### config.mk
export PLATFORM = sky130hd
export DESIGN_NAME = gah_ram
export DESIGN_NICKNAME = d
export VERILOG_FILES = /design/src/hdl/gah_ram.sv
export SDC_FILE = /design/constraint.sdc
export NUM_CORES = 2
export LEC_CHECK = 0
export BUFFER_PORTS_ARGS = -buffer_cell sky130_fd_sc_hd__buf_2
export CAP_MARGIN = 20
export CORE_MARGIN = 8
export CORE_UTILIZATION = 55
export CTS_CLUSTER_SIZE = 12
export DETAILED_ROUTE_END_ITERATION = 10
export GPL_ROUTABILITY_DRIVEN = 0
export PLACE_DENSITY = 0.75
export SYNTH_ARGS = -nofsm -noshare
export SYNTH_HDL_FRONTEND = slang
export SYNTH_SLANG_ARGS = --single-unit
### constraint.sdc
create_clock -name clock -period 5.56 [get_ports clock]
set_clock_uncertainty 0.2 [all_clocks]
set_input_delay 0.556 -clock clock [delete_from_list [all_inputs] [get_ports clock]]
set_output_delay 0.556 -clock clock [all_outputs]
set_load 0.01 [all_outputs]
### src/hdl/gah_ram.sv
`timescale 1ns / 1ps
// ----------------------------------------------------------------------------
// Generic synchronous RAM
// One write port and one read port, with registered read data.
// ----------------------------------------------------------------------------
module gah_ram #(
   parameter int WIDTH  = 8,
   parameter int DEPTH  = 256,
   parameter int ADDR_W = (DEPTH > 1) ? $clog2(DEPTH) : 1
) (
   input  logic              clock,
   input  logic              wr_en,
   input  logic [ADDR_W-1:0] wr_addr,
   input  logic [WIDTH-1:0]  wr_data,
   input  logic [ADDR_W-1:0] rd_addr,
   output logic [WIDTH-1:0]  rd_data
);

   logic [WIDTH-1:0] mem [DEPTH];
   logic [WIDTH-1:0] rd_data_ff;

   always_ff @(posedge clock) begin
      if (wr_en) begin
         mem[wr_addr] <= wr_data;
      end
      rd_data_ff <= mem[rd_addr];
   end

   assign rd_data = rd_data_ff;

endmodule

# After elaboration in Yosys (flattened, before gate mapping)
# Memory sizes are Yosys's and may differ from the RTL's. A register that Yosys moved wholly into a read port is not among the register bits.
# Index checks and enable logic that the tools add are counted.
totals:
  reg_bits: 0
  mem_bits_rw: 2048
  inputBits: 26
  output_inout_bits: 8
  wordCells: 3
  memories: 1
classes:
  mux: 2
mem_list:
  columns: ["memory", "depth", "word_bits", "rd", "rd_ports_with_merged_regs", "write_ports", "line", "source"]
  rows:
  - ["mem", 256, 8, 1, 1, 1, "19", "logic [WIDTH-1:0] mem [DEPTH];"]
ops:
  columns: ["operator", "n"]
  rows:
  - ["1-bit 2-to-1 mux", 2]

# Logic depth before layout (Yosys ltp)
depth:
  ltp_word: 2
  depth_mapped: 11
  mapped_depth_nobuf: 6

# Least setup slack after synthesis
# Ideal clock, no wire load.
synth_timing:
  kind: "input to register"
  start: "input port rd_addr[0]"
  end: "register rd_data_ff[2] (netlist: rd_data[2]) (read register of mem)"
  setup_time_ps: 131
  arrival_ps: 2363
  required_time_ps: 5229
  slack_ps: 2866
  path_stages: 9
  path_buffers: 4
  cell_sequence: "buf_6 > buf_12 > buf_8 > buf_2 > mux4_2 > a22oi_1 > a21oi_1 > nor4_1 > nor4_2"
synth_rtl:
  columns: ["item", "line", "source"]
  rows:
  - ["start: declaration", "15", "input logic [ADDR_W-1:0] rd_addr,"]
  - ["end: declaration", "20", "logic [WIDTH-1:0] rd_data_ff;"]

==> metrics.txt <==
WP data required=just over 6 ns; synthesized area=79600 um^2; ANT nets after route=0; Starting Density=55.4%; post-synthesis register bit count=2056; fmax=roughly 0.26 GHz; post-CTS sizing=0; Tcrit/Tclk final=roughly 68%; Nets=3861; Max VDD drop=around 0.33 mV; root buffer cell=clkbuf_16; Met1 Wirelength=72000 um; largest driver fanout on the critical path=83; final setup fails=0; main flop type after synthesis=edfxtp_1; Ys Warns=0; GR Overflow Total=0; Worst-Skew Late Latency=0.86 ns; # port buffers=33; antenna violations before repair=14; pwr/cell area=between 300 and 400 nW/um^2; met2 wire length=between 80000 and 90000 um; pre-CTS setup slack=around 1.1 ns; area leader, netlist=edfxtp_1; post-route setup TNS=0 ns; final wirelength=roughly 190000 um; RSZ-0062 raised after global routing=false; vias in the first global route=between 30000 and 40000; layout cells sized above 1=roughly a fifth; Synth top area share=between 70 and 80%; H-tree depth=4; Post-synth ARST share=0%; Core Region=~140000 um^2; Iter 0 DRT Violations=between 5000 and 6000; min Tclk post-route=~3.8 ns; Top Layer Used=met5; Hold Startpoint=wr_data[4]; first-pass iteration count of the detailed router=8; reg2reg setup slack=~2.5 ns; Worst Max-Slew Pin Slew=1.28 ns; Slew headroom=between 10% and 20%; Post-CTS Setup Inserts=0; total power=about 31000 uW; Vias/cell=between 6 and 7; Die ar.=between 150000 and 200000 um^2; Cells after Synth=3733; Hold Crit Depth=1; top-level port count=34; Post-synth EDFFs=just over 2000; Leak Pwr=0.0268 uW; DR WL met3=~22000 um; cts bufs inserted=roughly 200; largest net degree at the start of global routing=151; CP Launch Type=primary input; Min-Delay Endpoint=mem[243][4]; DRC viols=0; endpoints failing hold=0; FF-to-FF Start=mem[211][3]; Slew Limit Fails=0; Final WS setup=about 1.8 ns; GRT Resource Usage Total=between 20% and 30%; die height=roughly 400 um; CTS Buffer Depth=3; clock transition at the registers of the reported paths=0.06 ns; Arr. time, crit path=about 4.3 ns; top cells by count, synth=edfxtp_1 (2048), mux4_2 (454), nor2_1 (282); Hold WC Path Type=primary input to register; first-pass GRT wire length=273000 um; part of the Yosys area used for sequential elements=between 70% and 80%; Hold-fix buffers, CTS=0; leading post-synthesis cells by cell area=edfxtp_1 (77%), mux4_2 (13%), mux2i_1 (1.7%); Die X=just under 400 um; count leader, synth=edfxtp_1; Syn Area/Cell=21.3 um^2; Cell variety after synth=55; Mapped Nets=3759; Crit Path Class=primary input to register; CP Capture Type=register; reg2reg end=rd_data[3]; routed len/inst=between 30 and 40 um; outcome=finished clean; WHS=~0.18 ns; P&R area growth vs syn=10.1%; post-DP HPWL=around 110000 um; row count=between 100 and 150; clk sink count=2056; CTS tree=done; max-cap viol count=0; via count=between 30000 and 40000; depth of the most critical reg-to-reg path=6
==> logic make-up (layout without fill, tap and decap cells) <==
kind of cell | Yosys count | count (layout) | share of synthesized area [%]
and+or+nand+nor | 466 | 466 | 2.63
AOI/OAI and AO/OA | 385 | 385 | 3.42
other | 0 | 7 | 0
DFF | 2056 | 2056 | 77.5
muxes | 591 | 591 | 14.6
buffers and inverters | 235 | 462 | 1.83
==> worst max-delay path, stage by stage <==
cell and delay [ns]:
buf_8 0.56, or2b_1 0.86, buf_4 0.31, o221ai_1 0.26, a21oi_1 0.26, nor3_1 0.12
nor4_1 1.11, nor4_2 0.09
==> sequential cells by signal, summed over array words and instances (netlist names) <==
register / count
mem: 2048
rd_data: 8
==> how the worst max path moves through the flow <==
stage | start | to | slack (ns) | cells after the start
final | rd_addr[1] | rd_data[2] | 1.78 | 8
after global routing | rd_addr[1] | rd_data[3] | 1.84 | 8
after CTS | rd_addr[1] | rd_data[2] | 2.03 | 8
after detailed placement | rd_addr[1] | rd_data[2] | 1.10 | 8
after global placement | rd_addr[0] | rd_data[2] | 1.13 | 9
after floorplan | rd_addr[0] | rd_data[2] | 2.87 | 9
==> layer usage <==
metal,global-route usage (%),up-vias
li1,-,15900
met5,0,-
met3,6.66,395
met2,36.5,2510
met1,33.6,20600
met4,7.91,16
==> report_power, final <==
group          internal, uW  switching (uW)
Sequential            17100            36.7
Combinational           500             992
Clock                  6830            5660
Total                 24400            6690
==> stage by stage <==
stage | utilization, % | instance area (um^2) | cells
global placement | 56.8 | 81600 | 5531
global route | 61.0 | 87600 | 5863
floorplan | - | 79600 | 3733
detailed placement | 56.8 | 81700 | 5533
CTS | 61.0 | 87600 | 5861
finish | 61.0 | 87600 | 5870
==> layout make-up <==
cell class	count	area, um^2
inverters	2	7.51
flip-flops and latches	2056	61700
multi-input cells	1442	16500
well taps	1903	2380
clock buffers	277	5380
repair buffers	132	1150
clock inverters	51	551
diodes	7	17.5
fillers	9607	56000
==> cells in the final DEF, fill, tap and decap left out, types with 24 or more instances in the layout <==
master / n
nor2b_1: 28
nor2_1: 279
buf_4: 87
mux4_2: 454
nand3_1: 34
clkinv_1: 30
a22oi_1: 133
nand2_1: 32
edfxtp_1: 2048
o221ai_1: 46
clkbuf_1: 70
o22ai_1: 28
a21oi_1: 96
clkbuf_16: 201
mux2i_1: 134
nor4_1: 24
Power figures use the tool's default switching activity.
